--- config.mk ---
export PLATFORM = sky130hd
export DESIGN_NAME = tgbp_fifo
export DESIGN_NICKNAME = d
export VERILOG_FILES = /design/src/design/tgbp_fifo.sv
export SDC_FILE = /design/constraint.sdc
export NUM_CORES = 1
export LEC_CHECK = 0
export BUFFER_PORTS_ARGS = -buffer_cell sky130_fd_sc_hd__buf_2
export CAP_MARGIN = 20
export CORE_AREA = 2 2 39 41
export CTS_CLUSTER_DIAMETER = 150
export DETAILED_ROUTE_END_ITERATION = 8
export DIE_AREA = 0 0 41 43
export PLACE_DENSITY = 0.38
export SLEW_MARGIN = 10
export SYNTH_ARGS = -nofsm -noshare
export SYNTH_HDL_FRONTEND = slang
export SYNTH_SLANG_ARGS = --single-unit
--- constraint.sdc ---
create_clock -name clk -period 1.35 [get_ports clk]
set_input_delay 0.135 -clock clk [delete_from_list [all_inputs] [get_ports clk]]
set_output_delay 0.135 -clock clk [all_outputs]
set_load 0.01 [all_outputs]
--- src/design/tgbp_fifo.sv ---
`default_nettype none
module tgbp_fifo #(
	parameter type T = logic,
	parameter int DEPTH = 2,
	localparam int PW = (DEPTH > 1) ? $clog2(DEPTH) : 1,
	localparam int CW = $clog2(DEPTH + 1)
) (
	input  wire logic clk,
	input  wire logic arst_n,
	input  wire logic push,
	input  wire T     din,
	output      logic full,
	input  wire logic pop,
	output      T     dout,
	output      logic empty
);

	T              mem_q [DEPTH];
	logic [PW-1:0] wr_q;
	logic [PW-1:0] rd_q;
	logic [CW-1:0] cnt_q;
	logic          do_push;
	logic          do_pop;

	assign full    = (cnt_q == CW'(DEPTH));
	assign empty   = (cnt_q == '0);
	assign do_push = push && !full;
	assign do_pop  = pop && !empty;
	assign dout    = mem_q[rd_q];

	always_ff @(posedge clk) begin
		if (do_push) begin
			mem_q[wr_q] <= din;
		end
	end

	always_ff @(posedge clk or negedge arst_n) begin
		if (!arst_n) begin
			wr_q  <= '0;
			rd_q  <= '0;
			cnt_q <= '0;
		end else begin
			if (do_push) begin
				wr_q <= (wr_q == PW'(DEPTH - 1)) ? '0 : wr_q + 1'b1;
			end
			if (do_pop) begin
				rd_q <= (rd_q == PW'(DEPTH - 1)) ? '0 : rd_q + 1'b1;
			end
			if (do_push && !do_pop) begin
				cnt_q <= cnt_q + 1'b1;
			end else if (do_pop && !do_push) begin
				cnt_q <= cnt_q - 1'b1;
			end
		end
	end

endmodule
`default_nettype wire

; ---- Word level (Yosys, flattened, before mapping)
; Memory sizes are Yosys's and may differ from the RTL's.
; Cells that the tools add are included.
[totals]
reg_bits = 4
latchBits = 0
mem_bits_rw = 2
rom_bits = 0
in_bits = 5
mem_count = 1
[classes]
addsub = 4
n_mul = 0
n_div = 0
n_lt_le_gt_ge = 0
n_eq_ne = 1
shift = 0
n_mux = 6
bitwise = 0
reduce_logical = 10
[memory_table]
columns = memory, depth, word_bits, rd, rd_ports_with_merged_regs, wr, line_no
row1 = mem_q, 2, 1, 1, 0, 1, 18  ; T mem_q [DEPTH];
[op_table]
columns = cell, count
row1 = logical AND 1 bit, 4
row2 = zero test 1 bit, 4
row3 = two-way mux 1 bit, 4
row4 = two-way mux 2 bit, 2
row5 = "adder 1 bit, second input constant", 2
row6 = "adder 2 x 1 -> 2 bit, second input constant", 1
row7 = "== test 2 bit, second input constant", 1
row8 = zero test 2 bit, 1
row9 = nonzero test 2 bit, 1
row10 = "subtractor 2 x 1 -> 2 bit, second input constant", 1

; ---- Depth between registers and ports, before layout
; Gate-level depths: netlist of run 1.
[logic_depth]
ltp_word = 7
mapped_depth = 7

; ---- Worst setup path before layout of run 1
; No wires, ideal clock.
[synth_path]
path_type = register to register
startpoint = register cnt_q[0]
endpoint = register cnt_q[1]
setup_time_ns = 0.079
t_arrival_ns = 1.282
required_ns = 1.271
setup_slack_ns = -0.011
stages_incl_launch_ff = 7
n_path_buf = 0
cell_sequence = dfrtp_1 > nand2b_1 > nand2_1 > inv_1 > ha_1 > nor2_1 > xor2_1
[synth_via]
elab_chain_len = 6
word_cells_on_any_way = 15
[synth_lines]
columns = element, line_no
row1 = start: declaration, 21  ; logic [CW-1:0] cnt_q;
row2 = start signal: assignment, 50  ; cnt_q <= cnt_q + 1'b1;
row3 = start signal: assignment, 52  ; cnt_q <= cnt_q - 1'b1;
row4 = == test 2 bit / zero test 2 bit (equally long branches), "25, 26"
row5 = zero test 1 bit (on tied branches), "27, 28"
row6 = logical AND 1 bit (on tied branches), "27, 28"
row7 = zero test 1 bit (on tied branches), "51, 49"
row8 = logical AND 1 bit (on tied branches), "51, 49"
row9 = nonzero test 2 bit (no line) / two-way mux 2 bit (equally long branches), -
; Parallel ways exist; a longest one is shown, timed or not. The select of a mux whose other input is x is not followed.
; A chain may end at the register's enable or synchronous reset.

; ---- Final worst setup path of run 1
[layout_path]
startpoint = register cnt_q[1]
endpoint = register cnt_q[1]
; The elaborated chain is that of the path after synthesis.

==> metrics.cfg, run 1 <==
[run_status]
status=completed

[setup_path]
cp.required_ns=1.47
cpMaxStageDelayCell=dfrtp_1
regToRegStartpoint=cnt_q[1]
worst_ep_arrival_time_ns=1.44
crit_family=flip-flops
cp_cell_sequence=o21ai_2 > ha_4 > xor2_1 > nor2_1 > xor2_1
cp_num_buf_inv=0
reg2reg_depth=5
worstSetupPathType=register to register
rrSetupSlack_ns=0.03
crit_path_frequent_cell=xor2_1
crit_fanout=4
crit_path_end_kind=register
cp_slowest_stage_delay_ns=0.45
crit_path_start_kind=register
r2r_end=cnt_q[1]

[logic_synthesis]
synth_top_area_share_pct=37.4
ys_ff_latch=6
synth.avg_cell_area_um2=12.2
synth_area_leader_cell=dfrtp_1
syn_nets=28
syn_area_um2=268
yosys_warnings=0
ys_seq_area_share_pct=59.8
syn_inst=22
synth_area_leaders=dfrtp_1 37%, edfxtp_1 22%, xnor2_1 9.8%
ys_types=12

[cts]
clk_path_buf_depth=2
cts_tree=yes
cts_sinks=6
clock_latency_ns=0.25
cts.clk_slew.worst_paths_ns=0.05
htree_levels=1
post_cts_buffers=0
cts_buffers=3
clockRootBuffer=clkbuf_4

[min_path]
whs_endpoint=mem_q[1]
min_from=din
hold_path.class=input pin to register
min_path_cells=1

[flow_run]
maxCapViolCount=0

[sta]
maxSlewViolCount=0
maxSlewHeadroom_pct=84.9
setup_tns_ns=0
whs_ns=0.0740
fmax_ghz=0.757
hold_violations=0
finalWorstSetupSlack_ns=0.0294
setup-violations-final=0
rsz0062_at_grt=yes
skew_ns=0.00476
worstMarginPinSlew_ns=0.227
period_needed_ns=1.32
period_share_pct=97.8

[cells_and_area]
diodes=0
layout.nets=45
drive_gt1_share_pct=52.6
utilization_pct=30.4
fillers=147
multi_input_area_um2=131
syn_to_final_growth_pct=57.0
seq_area_um2=160

[die]
fp-row-count=14
die_y_um=43
io_pins=8
die-area_um2=1760
die_w_um=41
start_util_pct=19.3
fp.coreArea_um2=1380

[place]
place_ws_ns=-0.00898
io_buffers=7
dp_hpwl_um=397
gp_congestion=0.713

[power]
vdd_drop_max_mv=0.683
leakage_nw=0.201
cellPowerDensity_nw_per_um2=2330

[grt]
grt_overflow=0
antenna_found_initial=0
grt_pass1_wl_um=821
grt.total_usage_pct=8.29
grt_pass1_vias=206
grt_start_max_net_pins=5

[routing]
drt-pass1-iter-count=1
routedWlPerCell_um=9.61
drcViolationCount=0
drt-total-wl_um=519
drt-initial-drc-count=0
vias_per_cell=3.65
via_count=197
antenna_left=0

worst max path at each step:
stage	from	endpoint	slack (ns)	depth (start not counted)
after floorplan	cnt_q[0]	cnt_q[1]	0.003	6
after global placement	cnt_q[0]	cnt_q[1]	0.04	6
after detailed placement	cnt_q[0]	cnt_q[1]	-0.009	7
after CTS	cnt_q[1]	cnt_q[1]	0.00002	5
after global routing	cnt_q[0]	cnt_q[1]	-0.03	7
final	cnt_q[1]	cnt_q[1]	0.03	5
layout by cell type, fill, tap and decap left out, drive strengths merged:
| master | count |
|---|---|
| xnor2 | 3 |
| o21ai | 1 |
| nand2 | 1 |
| dlygate4sd3 | 1 |
| mux2 | 1 |
| nor2 | 3 |
| and3 | 1 |
| edfxtp | 2 |
| ha | 1 |
| nand2b | 1 |
| xor2 | 2 |
| buf | 11 |
| dfrtp | 4 |
| clkbuf | 4 |
| inv | 2 |
flip-flops by register name, indices dropped and copies added, names as in the netlist:
register  cells
wr_q          1
mem_q         2
rd_q          1
cnt_q         2
area by class of cell:
class	count	share of cell area, %
Clock buffer	4	6.25
Inverter	2	1.79
Multi-Input combinational cell	14	31.3
Sequential cell	6	38.1
Tap cell	16	4.76
Timing Repair Buffer	12	17.9
Yosys cell counts:
cell	instances
nand2_1	1
dfrtp_1	4
edfxtp_1	2
xor2_1	2
o21ai_1	1
xnor2_1	3
ha_1	1
mux2_2	1
nand2b_1	1
nor2_1	3
and3_1	1
inv_1	2
power by group:
part	internal (mW)	total [mW]	switching, mW
Clock	0.112	0.182	0.0696
Sequential	0.273	0.346	0.0731
Combinational	0.260	0.450	0.191
Total	0.645	0.979	0.333
worst reg2reg max path: cells and delay by family (launching register included):
family                   cells  cell delay [ns]
AO/OA/AOI/OAI                1             0.23
XOR/XNOR                     2             0.29
adder cells (fa/ha/maj)      1             0.16
flip-flops                   1             0.45
AND/OR/NAND/NOR              1             0.08
cell families (layout without fill, tap and decap cells):
family / count (synthesis) / in the layout / share of synthesized area [%]
flip-flops: 6 / 6 / 59.8
AND/OR/NAND/NOR: 6 / 6 / 10.3
adder cells (fa/ha/maj): 1 / 1 / 4.67
AO/OA/AOI/OAI: 1 / 1 / 1.87
multiplexers: 1 / 1 / 4.21
XOR/XNOR: 5 / 5 / 16.4
buffers and inverters: 2 / 18 / 2.80
stage by stage:
step	instances	power [mW]	cell area (µm²)
after floorplan	22	0.567	270
after global placement	49	0.714	355
after detailed placement	49	0.730	355
after CTS	54	0.950	399
after global routing	54	1.06	420
final	54	0.979	420
metal layers:
metal	wire, µm	global-route usage (%)	vias to the layer above
li1	-	-	101
met1	203	8.55	86
met2	244	9.06	6
met3	33	3.14	4
met4	38	14.0	0
met5	0	0	-
timing repair:
action | 4_1_cts | 5_1_grt
endpoints found under the setup margin | 1 | 1
endpoints found under the hold margin | 4 | 0
gates resized for setup | 1 | 5
hold buffers | 1 | 0
cloned | 0 | 0
pin swaps | 0 | 3
Note: power is estimated with default switching activity, not from simulation.
==> run 2, diff against run 1 <==
- ABC_AREA: default -> 1
- PLACE_DENSITY: 0.38 -> 0.42
==> run 2 against run 1 <==
  * Clock power fell by 2%
  * Fmax rose by 2.9%
  * Sequential power fell by 2%
  * Setup slack improved by 0.038 ns
==> metrics.cfg, run 2 <==
[power]
power.total_mw=1.08  ; +11%
cellPowerDensity_nw_per_um2=2280  ; -2.1%
vdd_drop_max_mv=0.713  ; +4.4%
leakage_nw=0.249  ; +24%

[grt]
grt.total_usage_pct=8.19  ; -0.10 points
grt.busiest_layer=met4
use_met2_pct=10.0  ; +0.94 points
grt_start_max_net_pins=5  ; unchanged
grt_overflow=0  ; unchanged
antenna_found_initial=0  ; unchanged
grt_use_met3_pct=1.57  ; -1.6 points
grt_pass1_vias=234  ; +14%
grt_use_met1_pct=9.21  ; +0.66 points
grt_pass1_wl_um=869  ; +5.8%

[cells_and_area]
layout_common_cells=11 x nand2_1, 7 x buf_2, 6 x inv_1, 6 x buf_4, 4 x dfrtp_1
diodes=0  ; unchanged
layout_commonest_cell=nand2_1
drive_gt1_share_pct=43.6  ; -9.0 points
fillers=157  ; +6.8%
fin_area_um2=475  ; +13%
reg.largest.list=cnt_q x2, mem_q x2
layout.nets=62  ; +38%
syn_to_final_growth_pct=55.7

[sta]
maxSlewViolCount=0  ; unchanged
hold_violations=0  ; unchanged
setup-violations-final=0  ; unchanged
rsz0062_at_grt=no
fmax_ghz=0.779  ; +2.9%
setup_tns_ns=0  ; unchanged
period_needed_ns=1.28  ; -0.0375 ns
period_share_pct=95.0  ; -2.8 points
worstMarginPinSlew_ns=0.234  ; +0.00772 ns
whs_ns=0.0807  ; +0.00665 ns
maxSlewHeadroom_pct=84.2  ; -0.68 points
skew_ns=0.00160  ; -0.00316 ns

[routing]
routedWlPerCell_um=8.63  ; -10%
drcViolationCount=0  ; unchanged
drt-pass1-iter-count=2  ; +1
vias_per_cell=3.83  ; +5.0%
drt-initial-drc-count=3  ; +3
via_count=272  ; +38%
drt-total-wl_um=613  ; +18%
antenna_left=0  ; unchanged

[min_path]
min_path_cells=1  ; unchanged
min_from=din
hold_path.class=input pin to register
whs_endpoint=mem_q[1]

[logic_synthesis]
post-synth-top-count-cell=nand2_1
ys_ff_latch=6  ; unchanged
ys_seq_area_share_pct=52.5  ; -7.4 points
ys_types=12  ; unchanged
synth_top_area_share_pct=32.8  ; -4.6 points
synth_area_leaders=dfrtp_1 33%, edfxtp_1 20%, nand2_1 15%
ys.flop_type=dfrtp_1
syn_area_um2=305  ; +14%
netlist_top_cells_count=12 x nand2_1, 8 x inv_1, 4 x dfrtp_1
syn_inst=37  ; +68%
synth_edf_count=2  ; unchanged
async_flop_share_pct=66.7  ; unchanged
syn_nets=43  ; +54%
synth.avg_cell_area_um2=8.25  ; -32%
synth_area_leader_cell=dfrtp_1
yosys_warnings=0  ; unchanged

[setup_path]
worst_ep_arrival_time_ns=1.41  ; -0.03 ns
crit_fanout=4  ; unchanged
cp_slowest_stage_delay_ns=0.41  ; -0.04 ns
cpMaxStageDelayCell=dfrtp_1
cp.required_ns=1.48  ; about the same
crit_family=flip-flops
cp_num_buf_inv=2  ; +2
rrSetupSlack_ns=0.07  ; +0.04 ns
worstSetupPathType=register to register
crit_path_start_kind=register
crit_path_end_kind=register
cp_cell_sequence=inv_2 > nor2_4 > nor2_4 > ha_4 > buf_4 > xnor2_1
reg2reg_depth=6  ; +1
crit_path_frequent_cell=nor2_4
r2r_end=cnt_q[0]
regToRegStartpoint=cnt_q[1]

[die]
die_w_um=41  ; unchanged
start_util_pct=22.1  ; +2.7 points
fp-row-count=14  ; unchanged
fp.coreArea_um2=1380  ; unchanged
die_y_um=43  ; unchanged
die-area_um2=1760  ; unchanged
io_pins=8  ; unchanged

[cts]
clock_latency_ns=0.24  ; about the same
clk_path_buf_depth=2  ; unchanged
cts_buffers=3  ; unchanged
cts.clk_slew.worst_paths_ns=0.05  ; about the same
clockRootBuffer=clkbuf_4
htree_levels=1  ; unchanged
cts_tree=yes
cts_sinks=6  ; unchanged

[place]
io_buffers=7  ; unchanged
gp_congestion=0.765  ; +7.2%
dpl_cell_area_um2=375  ; +5.6%
dp_hpwl_um=441  ; +11%

[flow_run]
maxCapViolCount=0  ; unchanged

[run_status]
status=completed

-- run 2: cell types whose count changed after synthesis, moves of 2 or more --
cell	change
inv_1	+6
nand2_1	+11
nor2_2	+2
o21ai_0	+2
xnor2_1	-2
xor2_1	-2
-- run 2: cells by family (layout without fill, tap and decap cells) --
family | count (synthesis) | after routing | share of synthesized area [%]
AOI/OAI and AO/OA | 2 | 2 | 3.28
xor gates and xnor gates | 1 | 1 | 2.87
adders and majority gates | 1 | 1 | 4.10
buffers and inverters | 8 | 26 | 9.84
DFF | 6 | 6 | 52.5
and+or+nand+nor | 19 | 19 | 27.5
-- run 2: layout make-up --
class	count	area (µm²)	share of cell area, %
flip-flops and latches	6	160	33.7
multi-input cells	23	149	31.3
repair buffers	14	90.1	18.9
inverters	8	30.0	6.32
clock buffers	4	26.3	5.53
well taps	16	20.0	4.21
-- run 2: repair_timing --
action | in CTS | in global routing
hold buffers | 1 | 0
endpoints found under the setup margin | 1 | 1
setup buffers | 0 | 4
gates resized for setup | 1 | 8
pin swaps | 0 | 4
endpoints found under the hold margin | 4 | 0
-- run 2: worst max-delay path by stage --
stage              from  endpoint  cells past startpoint
2_1_floorplan  cnt_q[0]  cnt_q[1]                      7
3_3_place_gp   cnt_q[1]  cnt_q[1]                      6
3_5_place_dp   cnt_q[1]  cnt_q[1]                      6
4_1_cts        cnt_q[1]  cnt_q[1]                      8
5_1_grt        cnt_q[1]  cnt_q[1]                      8
6_report       cnt_q[1]  cnt_q[0]                      6
-- run 2: report_power, final --
part | internal [mW] | switching [mW]
sequential | 0.269 | 0.0697
clock | 0.112 | 0.0656
combinational | 0.290 | 0.277
-- run 2: through the flow --
stage | std cells | utilization (%) | worst slack, ns
floorplan | 37 | - | 0.0392
global placement | 62 | 27.1 | -0.0364
detailed placement | 62 | 27.1 | -0.0407
CTS | 67 | 29.7 | 0.0335
global route | 71 | 34.4 | 0.00826
finish | 71 | 34.4 | 0.0670
-- run 2: per-layer routing --
layer,vias up,wire length [µm]
met1,115,279
met4,0,19
met5,-,0
li1,148,-
met3,2,20
met2,7,293
==> run 3, diff against run 2 <==
- BUFFER_PORTS_ARGS: -buffer_cell sky130_fd_sc_hd__buf_2 -> default
- CELL_PAD_IN_SITES_DETAIL_PLACEMENT: default -> 0
- CELL_PAD_IN_SITES_GLOBAL_PLACEMENT: default -> 1
- DONT_BUFFER_PORTS: default -> 1
- PLACE_DENSITY: 0.42 -> 0.46
==> run 3 against run 2 <==
  * Setup slack better by 0.042 ns
  * Routed wire length down 1.3%
  * Worst hold slack got worse by 0.042 ns
  * Die area is the same
  * Via count decreased by 8.1%
  * Flip-flop and latch count stayed put
  * Sequential share of layout area up 3.7 points
  * Cell count down 11%
  * First-iteration DRC count is 67% higher
  * Largest cell class unchanged
==> metrics.cfg, run 3 (synthesis gave the netlist of run 2 again) <==
[cts]
clockRootBuffer=clkbuf_4
clk_path_buf_depth=2  ; unchanged
htree_levels=1  ; unchanged
cts_buffers=3  ; unchanged
cts_tree=yes
clock_latency_ns=0.24  ; about the same
cts_sinks=6  ; unchanged
cts.clk_slew.worst_paths_ns=0.05  ; about the same

[setup_path]
worstSetupPathType=register to register
cp.required_ns=1.49  ; about the same
worst_ep_arrival_time_ns=1.38  ; -0.03 ns
cpMaxStageDelayCell=dfrtp_1
crit_fanout=4  ; unchanged
rrSetupSlack_ns=0.11  ; +0.04 ns
cp_slowest_stage_delay_ns=0.42  ; about the same
crit_path_start_kind=register
crit_path_end_kind=register
cp_cell_sequence=inv_2 > nor2_4 > nor2_4 > ha_4 > inv_2 > nand3_1 > nand2_1 > nand2_1

[cells_and_area]
utilization_pct=30.9  ; -3.4 points
layout.nets=54  ; -13%
diodes=0  ; unchanged
syn_to_final_growth_pct=40.2
layout_commonest_cell=nand2_1
fin_area_um2=428  ; -10%
final_cells=63  ; -11%
layout_common_cells=12 x nand2_1, 6 x inv_1, 4 x dfrtp_1, 4 x buf_4, 3 x clkbuf_4
reg.largest.list=cnt_q x2, mem_q x2
drive_gt1_share_pct=27.7  ; -16 points

[grt]
grt_pass1_wl_um=903  ; +3.9%
grt_pass1_vias=245  ; +4.7%
antenna_found_initial=0  ; unchanged
grt_start_max_net_pins=6  ; +1
grt_overflow=0  ; unchanged
grt.total_usage_pct=8.39  ; +0.20 points

[power]
p_comb_share_pct=48.0  ; -4.3 points
leakage_nw=0.212  ; -15%
swShare_pct=39.1  ; +1.1 points
power_frac_seq_pct=34.1  ; +2.8 points
p_int_uw=606  ; -9.8%
p_sw_uw=389  ; -5.6%
vdd_drop_max_mv=0.507  ; -29%
p_clk_share_pct=17.9  ; +1.5 points
cellPowerDensity_nw_per_um2=2320  ; +2.0%

[sta]
period_share_pct=91.9  ; -3.1 points
period_needed_ns=1.24  ; -0.0422 ns
maxSlewViolCount=0  ; unchanged
worstMarginPinSlew_ns=0.230  ; -0.00470 ns
skew_ns=0.00245  ; +0.000854 ns
fmax_ghz=0.806  ; +3.4%
whs_ns=0.0389  ; -0.0418 ns
rsz0062_at_grt=no
hold_violations=0  ; unchanged
setup-violations-final=0  ; unchanged
maxSlewHeadroom_pct=84.5  ; +0.32 points
finalWorstSetupSlack_ns=0.109  ; +0.0422 ns

[routing]
via_count=250  ; -8.1%
antenna_left=0  ; unchanged
routedWlPerCell_um=9.60  ; +11%
drt-pass1-iter-count=4  ; +2
drcViolationCount=0  ; unchanged
drt-initial-drc-count=5  ; +2
drt-total-wl_um=605  ; -1.3%
vias_per_cell=3.97  ; +3.6%

[die]
die_y_um=43  ; unchanged
die_w_um=41  ; unchanged
start_util_pct=22.1  ; unchanged
fp-row-count=14  ; unchanged
die-area_um2=1760  ; unchanged
fp.coreArea_um2=1380  ; unchanged
io_pins=8  ; unchanged

[place]
io_buffers=0  ; -7
gp_congestion=0.712  ; -7.0%
dpl_cell_area_um2=355  ; -5.3%
place_ws_ns=-0.00396  ; +0.0367 ns
dp_hpwl_um=451  ; +2.1%
post-place-cells=57  ; -8.1%

[min_path]
hold_path.class=input pin to register

[run_status]
status=completed

[flow_run]
maxCapViolCount=0  ; unchanged

[run 3: path summary, 6_finish.rpt]
path                                from  cells after the start        to
worst max-delay path            cnt_q[1]                      8  cnt_q[1]
worst min-delay path                 pop                      2      rd_q
worst max register to register  cnt_q[1]                      8  cnt_q[1]
worst min register to register      wr_q                      2      wr_q
max in group asynchronous         arst_n                      1      wr_q
min in group asynchronous         arst_n                      1      rd_q
[run 3: critical path: cells and delay by family (launching register included)]
kind,cells,cell delay (ns)
AND/OR/NAND/NOR,5,0.36
flip-flops,1,0.42
adder cells (fa/ha/maj),1,0.22
buffers and inverters,2,0.12
[run 3: layer usage]
layer	wire [µm]	vias to the layer above	GRT usage (%)
li1	-	133	-
met1	259	107	9.54
met2	305	10	10.3
met3	40	0	1.57
met4	0	0	12.0
met5	0	-	0
[run 3: timing repair]
item                                    4_1_cts  5_1_grt
pin swaps                                     0        1
endpoints found under the setup margin        1        1
hold buffers                                  2        0
buffers inserted                              0        0
gates resized for setup                       1        6
hold endpoints to repair                      6        0
[run 3: per-stage QoR]
stage          power (mW)  setup TNS, ns
6_report            0.995              0
5_1_grt              1.09              0
4_1_cts             0.934              0
3_5_place_dp        0.738       -0.00396
3_3_place_gp        0.731              0
2_1_floorplan       0.590              0
[run 3: final cells by class]
type / count / area (µm²)
multi-input cells: 23 / 141
flip-flops and latches: 6 / 160
fillers: 148 / 956
repair buffers: 6 / 50.0
clock buffers: 4 / 26.3
inverters: 8 / 30.0
well taps: 16 / 20.0
[run 3: power groups by stage]
stage	sequential, mW	combinational (mW)	clock [mW]
finish	0.339	0.477	0.178
detailed placement	0.325	0.413	0
global placement	0.325	0.406	0
floorplan	0.323	0.267	0
CTS	0.324	0.426	0.184
global route	0.347	0.539	0.199
